`src/rtl/core/odometry_position_integrator_core_macros.svh`:
```
// assertion macros for the odometry position integrator
// no dependencies; define NO_ASSERTIONS to compile them out
`ifndef ODOMETRY_POSITION_INTEGRATOR_CORE_MACROS_SVH
`define ODOMETRY_POSITION_INTEGRATOR_CORE_MACROS_SVH
`ifndef NO_ASSERTIONS
// same-cycle implication, disabled during reset
`define OPI_ASSERT_NOW(lbl, clk_s, rst_n_s, pre, post, msg) \
	lbl: assert property (@(posedge clk_s) disable iff (!rst_n_s) (pre) |-> (post)) \
		else $error(msg);
// next-cycle implication, disabled during reset
`define OPI_ASSERT_NEXT(lbl, clk_s, rst_n_s, pre, post, msg) \
	lbl: assert property (@(posedge clk_s) disable iff (!rst_n_s) (pre) |=> (post)) \
		else $error(msg);
`else
`define OPI_ASSERT_NOW(lbl, clk_s, rst_n_s, pre, post, msg)
`define OPI_ASSERT_NEXT(lbl, clk_s, rst_n_s, pre, post, msg)
`endif
`endif

```
`src/rtl/core/opi_pkg.sv`:
```
// types, constants, sine table and microcode program of the odometry integrator
// no dependencies
`default_nettype none
package opi_pkg;

	localparam int TACHO_W            = 32;
	localparam int HEAD_W             = 9;
	localparam int POS_W              = 32;
	localparam int SCALE_W            = 16;
	localparam logic [SCALE_W-1:0] SCALE_RESET = 16'd256;
	localparam int DIST_SHIFT         = 9;
	localparam int SINE_FRAC_BITS_DEF = 15;
	localparam int ROM_FRAC_BITS      = 15;
	localparam int ROM_W              = 16;
	localparam int ROM_DEPTH          = 91;
	localparam int ROM_IDX_W          = 7;
	localparam int DEG_QUARTER        = 90;
	localparam int DEG_HALF           = 180;
	localparam int DEG_THREE_QUARTER  = 270;
	localparam int DEG_FULL           = 360;

	localparam logic [ROM_W-1:0] SINE_ROM [ROM_DEPTH] = '{
		16'd0,     16'd572,   16'd1144,  16'd1715,  16'd2286,  16'd2856,  16'd3425,
		16'd3993,  16'd4560,  16'd5126,  16'd5690,  16'd6252,  16'd6813,  16'd7371,
		16'd7927,  16'd8481,  16'd9032,  16'd9580,  16'd10126, 16'd10668, 16'd11207,
		16'd11743, 16'd12275, 16'd12803, 16'd13328, 16'd13848, 16'd14365, 16'd14876,
		16'd15384, 16'd15886, 16'd16384, 16'd16877, 16'd17364, 16'd17847, 16'd18324,
		16'd18795, 16'd19261, 16'd19720, 16'd20174, 16'd20622, 16'd21063, 16'd21498,
		16'd21926, 16'd22348, 16'd22763, 16'd23170, 16'd23571, 16'd23965, 16'd24351,
		16'd24730, 16'd25102, 16'd25466, 16'd25822, 16'd26170, 16'd26510, 16'd26842,
		16'd27166, 16'd27482, 16'd27789, 16'd28088, 16'd28378, 16'd28660, 16'd28932,
		16'd29197, 16'd29452, 16'd29698, 16'd29935, 16'd30163, 16'd30382, 16'd30592,
		16'd30792, 16'd30983, 16'd31164, 16'd31336, 16'd31499, 16'd31651, 16'd31795,
		16'd31928, 16'd32052, 16'd32166, 16'd32270, 16'd32365, 16'd32449, 16'd32524,
		16'd32588, 16'd32643, 16'd32688, 16'd32723, 16'd32748, 16'd32763, 16'd32768
	};

	typedef struct packed {
		logic signed [TACHO_W-1:0] tacho_right;
		logic signed [TACHO_W-1:0] tacho_left;
		logic [HEAD_W-1:0]         heading_deg;
	} in_item_t;

	typedef struct packed {
		logic signed [POS_W-1:0] position_x;
		logic signed [POS_W-1:0] position_y;
		logic signed [POS_W-1:0] step_distance;
	} out_item_t;

	typedef enum logic [3:0] {
		OP_NOP,
		OP_SUM,
		OP_SUB_L,
		OP_SUB_R,
		OP_TRIG,
		OP_MUL_SCALE,
		OP_DIST,
		OP_MUL_SIN,
		OP_ACC_X,
		OP_MUL_COS,
		OP_ACC_Y,
		OP_ZERO_D,
		OP_COMMIT
	} op_t;

	typedef enum logic [1:0] {
		JC_NONE,
		JC_ALWAYS,
		JC_NOT_PRIMED
	} jcond_t;

	localparam int STEP_W = 4;
	typedef logic [STEP_W-1:0] step_t;

	localparam step_t STEP_FIRST  = 4'd0;
	localparam step_t STEP_PRIME  = 4'd10;
	localparam step_t STEP_COMMIT = 4'd11;
	localparam int    STEP_COUNT  = 12;

	typedef struct packed {
		op_t    op;
		jcond_t jc;
		step_t  target;
		logic   last;
	} ctrl_word_t;

	function automatic ctrl_word_t ucode(input step_t step);
		ctrl_word_t cw;
		cw = '{op: OP_NOP, jc: JC_NONE, target: STEP_FIRST, last: 1'b0};
		case (step)
			4'd0:  cw = '{op: OP_SUM,       jc: JC_NOT_PRIMED, target: STEP_PRIME,
				last: 1'b0};
			4'd1:  cw.op = OP_SUB_L;
			4'd2:  cw.op = OP_SUB_R;
			4'd3:  cw.op = OP_TRIG;
			4'd4:  cw.op = OP_MUL_SCALE;
			4'd5:  cw.op = OP_DIST;
			4'd6:  cw.op = OP_MUL_SIN;
			4'd7:  cw.op = OP_ACC_X;
			4'd8:  cw.op = OP_MUL_COS;
			4'd9:  cw = '{op: OP_ACC_Y,     jc: JC_ALWAYS, target: STEP_COMMIT, last: 1'b0};
			4'd10: cw.op = OP_ZERO_D;
			4'd11: cw = '{op: OP_COMMIT,    jc: JC_NONE, target: STEP_FIRST, last: 1'b1};
			default: cw = '{op: OP_NOP,     jc: JC_NONE, target: STEP_FIRST, last: 1'b1};
		endcase
		return cw;
	endfunction

endpackage
`default_nettype wire

```
`src/rtl/core/opi_stream_if.sv`:
```
// valid/ready channel carrying one beat of a payload type
// payload types come from opi_pkg
`default_nettype none
interface opi_stream_if #(
	parameter type payload_t = opi_pkg::in_item_t
);
	logic     valid;
	logic     ready;
	payload_t payload;

	modport source (output valid, output payload, input ready);
	modport sink   (input valid, input payload, output ready);
endinterface
`default_nettype wire

```
`src/rtl/core/odometry_position_integrator_core.sv`:
```
// odometry position integrator: microcoded sequencer over a shared multiplier datapath
// depends on opi_pkg, opi_stream_if and odometry_position_integrator_core_macros.svh
//
// One input beat gives one output beat. The block takes one item at a time. After the
// accept cycle the control program runs eleven of its twelve steps (three on the priming
// item, the first after reset), one step per cycle while it does not wait at its last
// step. The program walks through a single multiplier, used three times in turn (scale,
// sine, cosine) with a register after each product. A new item is taken as soon as the
// program ends, even while the previous output beat is still waiting. The program only
// waits at its last step when the output register is still full. distance_scale may be
// written whenever no item is in flight.
`default_nettype none
`include "odometry_position_integrator_core_macros.svh"
module odometry_position_integrator_core #(
	parameter int SINE_FRAC_BITS = opi_pkg::SINE_FRAC_BITS_DEF
) (
	input  wire logic                         clk,
	input  wire logic                         arst_n,
	input  wire logic                         cfg_write_en,
	input  wire logic [opi_pkg::SCALE_W-1:0]  cfg_write_data,
	opi_stream_if.sink                        in_ch,
	opi_stream_if.source                      out_ch
);

	localparam int SH_UP  = (SINE_FRAC_BITS > opi_pkg::ROM_FRAC_BITS) ?
		SINE_FRAC_BITS - opi_pkg::ROM_FRAC_BITS : 0;
	localparam int SH_DN  = (SINE_FRAC_BITS < opi_pkg::ROM_FRAC_BITS) ?
		opi_pkg::ROM_FRAC_BITS - SINE_FRAC_BITS : 0;
	localparam int TW      = opi_pkg::ROM_W + 1 + SH_UP;
	localparam int SINE_W  = SINE_FRAC_BITS + 2;
	localparam int MA_W    = opi_pkg::TACHO_W + 2;
	localparam int MB_W    = (SINE_W > opi_pkg::SCALE_W + 1) ? SINE_W : opi_pkg::SCALE_W + 1;
	localparam int P_W     = MA_W + MB_W;
	localparam int POS_W   = opi_pkg::POS_W;
	localparam int HEAD_W  = opi_pkg::HEAD_W;

	localparam logic [TW-1:0] ROUND_HALF = TW'((1 << SH_DN) >> 1);
	localparam logic signed [P_W-1:0] MASK_D = (P_W'(1) << opi_pkg::DIST_SHIFT) - P_W'(1);
	localparam logic signed [P_W-1:0] MASK_F = (P_W'(1) << SINE_FRAC_BITS) - P_W'(1);
	localparam logic signed [P_W-1:0] S32_MAX = {{(P_W-POS_W+1){1'b0}}, {(POS_W-1){1'b1}}};
	localparam logic signed [P_W-1:0] S32_MIN = {{(P_W-POS_W+1){1'b1}}, {(POS_W-1){1'b0}}};

	localparam logic [HEAD_W-1:0] D90  = HEAD_W'(opi_pkg::DEG_QUARTER);
	localparam logic [HEAD_W-1:0] D180 = HEAD_W'(opi_pkg::DEG_HALF);
	localparam logic [HEAD_W-1:0] D270 = HEAD_W'(opi_pkg::DEG_THREE_QUARTER);
	localparam logic [HEAD_W-1:0] D360 = HEAD_W'(opi_pkg::DEG_FULL);

	typedef enum logic [1:0] {
		ST_IDLE = 2'b01,
		ST_RUN  = 2'b10
	} state_t;

	function automatic logic signed [SINE_W-1:0] trig_val(input logic [HEAD_W-1:0] h);
		logic [HEAD_W-1:0] idx;
		logic              neg;
		logic [TW-1:0]     scaled;
		logic [TW-1:0]     rounded;
		logic signed [SINE_W-1:0] mag;
		idx = h;
		neg = 1'b0;
		if (h <= D90) begin
			idx = h;
		end else if (h <= D180) begin
			idx = D180 - h;
		end else if (h <= D270) begin
			idx = h - D180;
			neg = 1'b1;
		end else begin
			idx = D360 - h;
			neg = 1'b1;
		end
		scaled  = TW'(opi_pkg::SINE_ROM[idx[opi_pkg::ROM_IDX_W-1:0]]) << SH_UP;
		rounded = (scaled + ROUND_HALF) >> SH_DN;
		mag     = rounded[SINE_W-1:0];
		return neg ? -mag : mag;
	endfunction

	function automatic logic signed [POS_W-1:0] sat32(input logic signed [P_W-1:0] v);
		if (v > S32_MAX) begin
			return S32_MAX[POS_W-1:0];
		end else if (v < S32_MIN) begin
			return S32_MIN[POS_W-1:0];
		end
		return v[POS_W-1:0];
	endfunction

	state_t                        state_q;
	opi_pkg::step_t                step_q;
	opi_pkg::ctrl_word_t           cw;
	logic                          out_valid_q;
	opi_pkg::out_item_t            out_data_q;
	logic                          out_free;
	logic                          step_go;
	logic                          in_accept;
	logic [opi_pkg::SCALE_W-1:0]   scale_q;
	logic                          primed_q;
	logic signed [POS_W-1:0]       prev_r_q;
	logic signed [POS_W-1:0]       prev_l_q;
	logic signed [POS_W-1:0]       x_q;
	logic signed [POS_W-1:0]       y_q;

	logic signed [POS_W-1:0]       r_q;
	logic signed [POS_W-1:0]       l_q;
	logic [HEAD_W-1:0]             h_q;
	logic [HEAD_W-1:0]             h_in;
	logic [HEAD_W-1:0]             cos_h;
	logic signed [MA_W-1:0]        a_q;
	logic signed [P_W-1:0]         prod_q;
	logic signed [POS_W-1:0]       d_q;
	logic signed [SINE_W-1:0]      sin_q;
	logic signed [SINE_W-1:0]      cos_q;

	logic signed [MA_W-1:0]        mul_a;
	logic signed [MB_W-1:0]        mul_b;
	logic signed [P_W-1:0]         biased_d;
	logic signed [P_W-1:0]         biased_f;
	logic signed [P_W-1:0]         dist_full;
	logic signed [P_W-1:0]         term_full;
	logic signed [POS_W:0]         term;
	logic signed [POS_W+1:0]       sum_x;
	logic signed [POS_W+1:0]       sum_y;

	assign cw        = opi_pkg::ucode(step_q);
	assign in_ch.ready = (state_q == ST_IDLE);
	assign in_accept = in_ch.valid && in_ch.ready;
	assign out_free  = !out_valid_q || out_ch.ready;
	assign step_go   = (state_q == ST_RUN) && (!cw.last || out_free);
	assign out_ch.valid   = out_valid_q;
	assign out_ch.payload = out_data_q;

	assign h_in  = (in_ch.payload.heading_deg >= D360) ?
		in_ch.payload.heading_deg - D360 : in_ch.payload.heading_deg;
	assign cos_h = (h_q + D90 >= D360) ? h_q + D90 - D360 : h_q + D90;

	// shared multiplier operand select
	always_comb begin
		mul_a = MA_W'(d_q);
		mul_b = MB_W'(cos_q);
		case (cw.op)
			opi_pkg::OP_MUL_SCALE: begin
				mul_a = a_q;
				mul_b = MB_W'(scale_q);
			end
			opi_pkg::OP_MUL_SIN: begin
				mul_b = MB_W'(sin_q);
			end
			default: begin
				mul_b = MB_W'(cos_q);
			end
		endcase
	end

	// truncating shifts toward zero
	assign biased_d  = prod_q + (prod_q[P_W-1] ? MASK_D : '0);
	assign biased_f  = prod_q + (prod_q[P_W-1] ? MASK_F : '0);
	assign dist_full = biased_d >>> opi_pkg::DIST_SHIFT;
	assign term_full = biased_f >>> SINE_FRAC_BITS;
	assign term      = term_full[POS_W:0];
	assign sum_x     = (POS_W+2)'(x_q) + (POS_W+2)'(term);
	assign sum_y     = (POS_W+2)'(y_q) + (POS_W+2)'(term);

	// sequencer and architectural state
	always_ff @(posedge clk or negedge arst_n) begin
		if (!arst_n) begin
			state_q     <= ST_IDLE;
			step_q      <= opi_pkg::STEP_FIRST;
			out_valid_q <= 1'b0;
			scale_q     <= opi_pkg::SCALE_RESET;
			primed_q    <= 1'b0;
			prev_r_q    <= '0;
			prev_l_q    <= '0;
			x_q         <= '0;
			y_q         <= '0;
		end else begin
			if (cfg_write_en) begin
				scale_q <= cfg_write_data;
			end
			if (step_go && cw.last) begin
				out_valid_q <= 1'b1;
			end else if (out_valid_q && out_ch.ready) begin
				out_valid_q <= 1'b0;
			end
			case (state_q)
				ST_IDLE: begin
					if (in_accept) begin
						state_q <= ST_RUN;
						step_q  <= opi_pkg::STEP_FIRST;
					end
				end
				ST_RUN: begin
					if (step_go) begin
						if (cw.last) begin
							state_q <= ST_IDLE;
						end else if ((cw.jc == opi_pkg::JC_ALWAYS) ||
							((cw.jc == opi_pkg::JC_NOT_PRIMED) && !primed_q)) begin
							step_q <= cw.target;
						end else begin
							step_q <= step_q + 1'b1;
						end
					end
				end
				default: begin
					state_q <= ST_IDLE;
				end
			endcase
			if (step_go) begin
				case (cw.op)
					opi_pkg::OP_ACC_X: x_q <= sat32(P_W'(sum_x));
					opi_pkg::OP_ACC_Y: y_q <= sat32(P_W'(sum_y));
					opi_pkg::OP_COMMIT: begin
						prev_r_q <= r_q;
						prev_l_q <= l_q;
						primed_q <= 1'b1;
					end
					default: ;
				endcase
			end
		end
	end

	// working registers
	always_ff @(posedge clk) begin
		if (in_accept) begin
			r_q <= in_ch.payload.tacho_right;
			l_q <= in_ch.payload.tacho_left;
			h_q <= h_in;
		end
		if (step_go) begin
			case (cw.op)
				opi_pkg::OP_SUM:       a_q <= MA_W'(r_q) + MA_W'(l_q);
				opi_pkg::OP_SUB_L:     a_q <= a_q - MA_W'(prev_l_q);
				opi_pkg::OP_SUB_R:     a_q <= a_q - MA_W'(prev_r_q);
				opi_pkg::OP_TRIG: begin
					sin_q <= trig_val(h_q);
					cos_q <= trig_val(cos_h);
				end
				opi_pkg::OP_MUL_SCALE: prod_q <= mul_a * mul_b;
				opi_pkg::OP_MUL_SIN:   prod_q <= mul_a * mul_b;
				opi_pkg::OP_MUL_COS:   prod_q <= mul_a * mul_b;
				opi_pkg::OP_DIST:      d_q <= sat32(dist_full);
				opi_pkg::OP_ZERO_D:    d_q <= '0;
				opi_pkg::OP_COMMIT: begin
					out_data_q.position_x    <= x_q;
					out_data_q.position_y    <= y_q;
					out_data_q.step_distance <= d_q;
				end
				default: ;
			endcase
		end
	end

	`OPI_ASSERT_NEXT(a_accept_starts, clk, arst_n, in_accept, (state_q == ST_RUN) && (step_q == opi_pkg::STEP_FIRST), "accepted beat did not start the program")
	`OPI_ASSERT_NOW(a_step_range, clk, arst_n, state_q == ST_RUN, step_q < opi_pkg::STEP_W'(opi_pkg::STEP_COUNT), "step counter out of program")
	`OPI_ASSERT_NEXT(a_primed_holds, clk, arst_n, primed_q, primed_q, "primed flag dropped")
	`OPI_ASSERT_NOW(a_prime_zero, clk, arst_n, $rose(primed_q), out_valid_q && (out_data_q.step_distance == '0), "priming beat without zero distance")

endmodule
`default_nettype wire

```
`src/flat_wrapper.sv`:
```
// flat-port wrapper written by rule: the top's interface ports become plain ports
module odometry_position_integrator_core_flat import opi_pkg::*;
#(
	parameter int SINE_FRAC_BITS = opi_pkg::SINE_FRAC_BITS_DEF
)
  (clk, arst_n, cfg_write_en, cfg_write_data, in_ch_valid, in_ch_payload, in_ch_ready, out_ch_valid, out_ch_payload, out_ch_ready);
  opi_stream_if #(.payload_t(in_item_t)) in_ch_i ();
  opi_stream_if #(.payload_t(out_item_t)) out_ch_i ();
  input  wire logic clk;
  input  wire logic arst_n;
  input  wire logic cfg_write_en;
  input  wire logic [opi_pkg::SCALE_W-1:0] cfg_write_data;
  input wire logic [$bits(in_ch_i.valid)-1:0] in_ch_valid;
  input wire logic [$bits(in_ch_i.payload)-1:0] in_ch_payload;
  output wire logic [$bits(in_ch_i.ready)-1:0] in_ch_ready;
  output wire logic [$bits(out_ch_i.valid)-1:0] out_ch_valid;
  output wire logic [$bits(out_ch_i.payload)-1:0] out_ch_payload;
  input wire logic [$bits(out_ch_i.ready)-1:0] out_ch_ready;
  assign in_ch_i.valid = in_ch_valid;
  assign in_ch_i.payload = in_ch_payload;
  assign in_ch_ready = in_ch_i.ready;
  assign out_ch_valid = out_ch_i.valid;
  assign out_ch_payload = out_ch_i.payload;
  assign out_ch_i.ready = out_ch_ready;
  odometry_position_integrator_core #(.SINE_FRAC_BITS(SINE_FRAC_BITS)) u_core (.clk(clk), .arst_n(arst_n), .cfg_write_en(cfg_write_en), .cfg_write_data(cfg_write_data), .in_ch(in_ch_i), .out_ch(out_ch_i));
endmodule
```
`config.mk`:
```
export PLATFORM = sky130hd
export DESIGN_NAME = odometry_position_integrator_core_flat
export DESIGN_NICKNAME = d
export VERILOG_FILES = /design/src/rtl/core/opi_pkg.sv /design/src/rtl/core/opi_stream_if.sv /design/src/rtl/core/odometry_position_integrator_core.sv /design/src/flat_wrapper.sv
export VERILOG_INCLUDE_DIRS = /design/src /design/src/rtl/core
export SDC_FILE = /design/constraint.sdc
export NUM_CORES = 2
export LEC_CHECK = 0
export ABC_AREA = 1
export BUFFER_PORTS_ARGS = -buffer_cell sky130_fd_sc_hd__buf_4
export CAP_MARGIN = 5
export CORE_ASPECT_RATIO = 0.5
export CORE_MARGIN = 2
export CORE_UTILIZATION = 40
export CTS_CLUSTER_DIAMETER = 150
export DETAILED_ROUTE_END_ITERATION = 10
export PLACE_DENSITY = 0.61
export SETUP_SLACK_MARGIN = 0.05
export SLEW_MARGIN = 25
export SYNTH_ARGS = -nofsm -noshare
export SYNTH_HDL_FRONTEND = slang
export SYNTH_SLANG_ARGS = --single-unit
```
`constraint.sdc`:
```
create_clock -name clk -period 8 [get_ports clk]
set_input_delay 0.4 -clock clk [delete_from_list [all_inputs] [get_ports clk]]
set_output_delay 0.4 -clock clk [all_outputs]
set_load 0.005 [all_outputs]
```
==> results.toml <==
[synth]
synthTopCellsByArea = "fa_1, edfxtp_1, nand2_1"
synth_top_area_cell = "fa_1"
syn_area_per_cell_sq_um = 8.18
yosys_warnings = 0
synth_top_area_share_pct = 22.2
synth_nets = 7109
ys_top_cells_by_count = "nand2_1, inv_1, nor2_1"
synth.most_common_cell = "nand2_1"
async_flop_share_pct = 32.2
synth_cell_types = 64
synth_edf_count = 320
synth-main-ff-cell = "edfxtp_1"
ys_seq_area_share_pct = 26.7
netlist_instances = 6139
synth-seq-cells = 472
synth_area_sq_mm = 0.0502

[global_routing]
grt-ovfl-total = 0
grt_use_total_pct = 23.7
grt_max_degree = 102
antenna_found_initial = 4
grt_pass1_vias = 41437
grt_pass1_wl_microns = 237000

[floorplan]
die_w_microns = 505
rows = 91
dieArea_sq_mm = 0.129
ios = 192
coreArea_sq_mm = 0.124
start_util_pct = 40.6
chipHeight_microns = 255

[sta]
final_max_slew_viol_count = 0
hold_viol = 0
fin_tns_setup_ps = 0
finalWorstSetupSlack_ps = 176
timing.final.crit_share_pct = 97.8
slew_headroom_pct = 32.4
fin_skew_ps = 49.4
min_period_ps = 7820
tightest_slew_ps = 1010
rsz0062_at_grt = "yes"
setup_violations = 0
max_freq_mhz = 128

[cells_and_area]
largest_reg_flops = 96
syn2layout_area_growth_pct = 18.0
layout-drive-gt1-share_pct = 13.6
nNetsFinal = 7599

[critical_path]
crit_top_cell = "fa_1"
ff2ff_setup_slack_ps = 180
critPathTopFamily = "adder cells"
cp-start-kind = "flip-flop"
required_ps = 8380
path_class = "reg -> reg"
crit_arrival_ps = 8200
critPathMaxFanout = 14
worst_path_max_delay_cell = "fa_1"
slowest_delay_ps = 560
reg2reg_depth = 37
path_buf_inv = 12
worstReg2RegEnd = "u_core.prod_q[44]"
startpoint = "u_core.step_q[0]"
r2r-start = "u_core.step_q[0]"
cp_num_cells = 37
cp-endpoint = "u_core.prod_q[44]"
critPathCaptureType = "flip-flop"

[routing]
via_per_inst = 5.06
vias = 42201
wire_per_inst_microns = 18.4
drtIter0Drc = 3319
dr.pass1.iters = 8
drc_errors = 0
ant_nets = 0
finalWirelength_microns = 153000

[clock_tree]
cts_max_path_buffers = 3
clock-root-buffer = "clkbuf_16"
clkLatencyLatePin_ps = 660
tritoncts = "built"
clk_pin_slew_ps = 70
ctsHtreeMaxLevel = 2
cts_sinks = 472
numCtsBuffers = 51

[hold_path]
worstHoldPathCells = 3
min_path_type = "in -> reg"

[placed_design]
routabilityCongestion = 1.00
pre_cts_slack_ps = -228
io_buffers = 191
dp_hpwl_microns = 123000

[outcome]
outcome = "completed"

[flow_run]
maxCapViolations = 0
-- worst min path at each step --
stage	start	to	slack, ps
after floorplan	arst_n	u_core.out_ch.valid	100
after global placement	arst_n	u_core.scale_q[5]	340
after detailed placement	arst_n	u_core.scale_q[12]	330
after CTS	in_ch_payload[4]	u_core.h_q[4]	40
after global routing	in_ch_payload[6]	u_core.h_q[6]	60
final	in_ch_payload[4]	u_core.h_q[4]	70
-- layout by cell type, fill, tap and decap left out, types with 136 or more instances in the layout --
cell type  count
edfxtp_1     320
nand2_1     1324
ha_1         298
nor2_1       591
inv_1       1065
o21ai_0      222
fa_1         548
a21oi_1      353
dfrtp_1      149
buf_4        491
xor2_1       136
nand3_1      236
-- per-layer routing --
layer  routed length, microns  global-route usage, %
met2                    65500                   36.3
met4                     3140                   4.44
met1                    69000                   33.4
met3                    15800                   6.92
met5                        7                      0
-- cells by family after synthesis --
kind of cell,share of synthesized area [%]
AND/OR/NAND/NOR,19.4
flip-flops,26.7
adder cells (fa/ha/maj),30.1
buffers and inverters,10.0
XOR/XNOR,3.57
AO/OA/AOI/OAI,9.51
multiplexers,0.685
-- tightest hold or removal path, delay by kind of cell --
family,cells,cell delay (ps)
simple gates,1,40
compound gates,1,70
buf+inv,1,100
-- metrics by stage --
stage / hold slack, ps / cells / util, % / cell area, sq um
6_report: 74.3 / 8346 / 47.9 / 59300
5_1_grt: 57.3 / 8345 / 47.8 / 59300
4_1_cts: 37.8 / 8327 / 47.2 / 58400
3_5_place_dp: 334 / 8140 / 44.9 / 55700
3_3_place_gp: 336 / 8139 / 44.9 / 55600
2_1_floorplan: 104 / 6139 / - / 50400
-- cell type report --
class	count	area, sq um
timing repair buffer	617	5120
clock buffer	63	1390
clock inverter	32	338
inverter	1127	4250
tap	1674	2090
antenna	1	2.50
sequential	472	13400
fill	12133	64600
multi-input combinational	4360	32700
-- repair_timing --
action / CTS / global route
buffers inserted: 7 / 19
setup endpoints to repair: 21 / 25
hold buffers: 85 / 0
pin swaps: 12 / 98
resized for setup: 45 / 183
hold endpoints to repair: 117 / 0
Power is not shown: default switching activity piles up to over one toggle a cycle in this logic, so the estimate is an artifact.
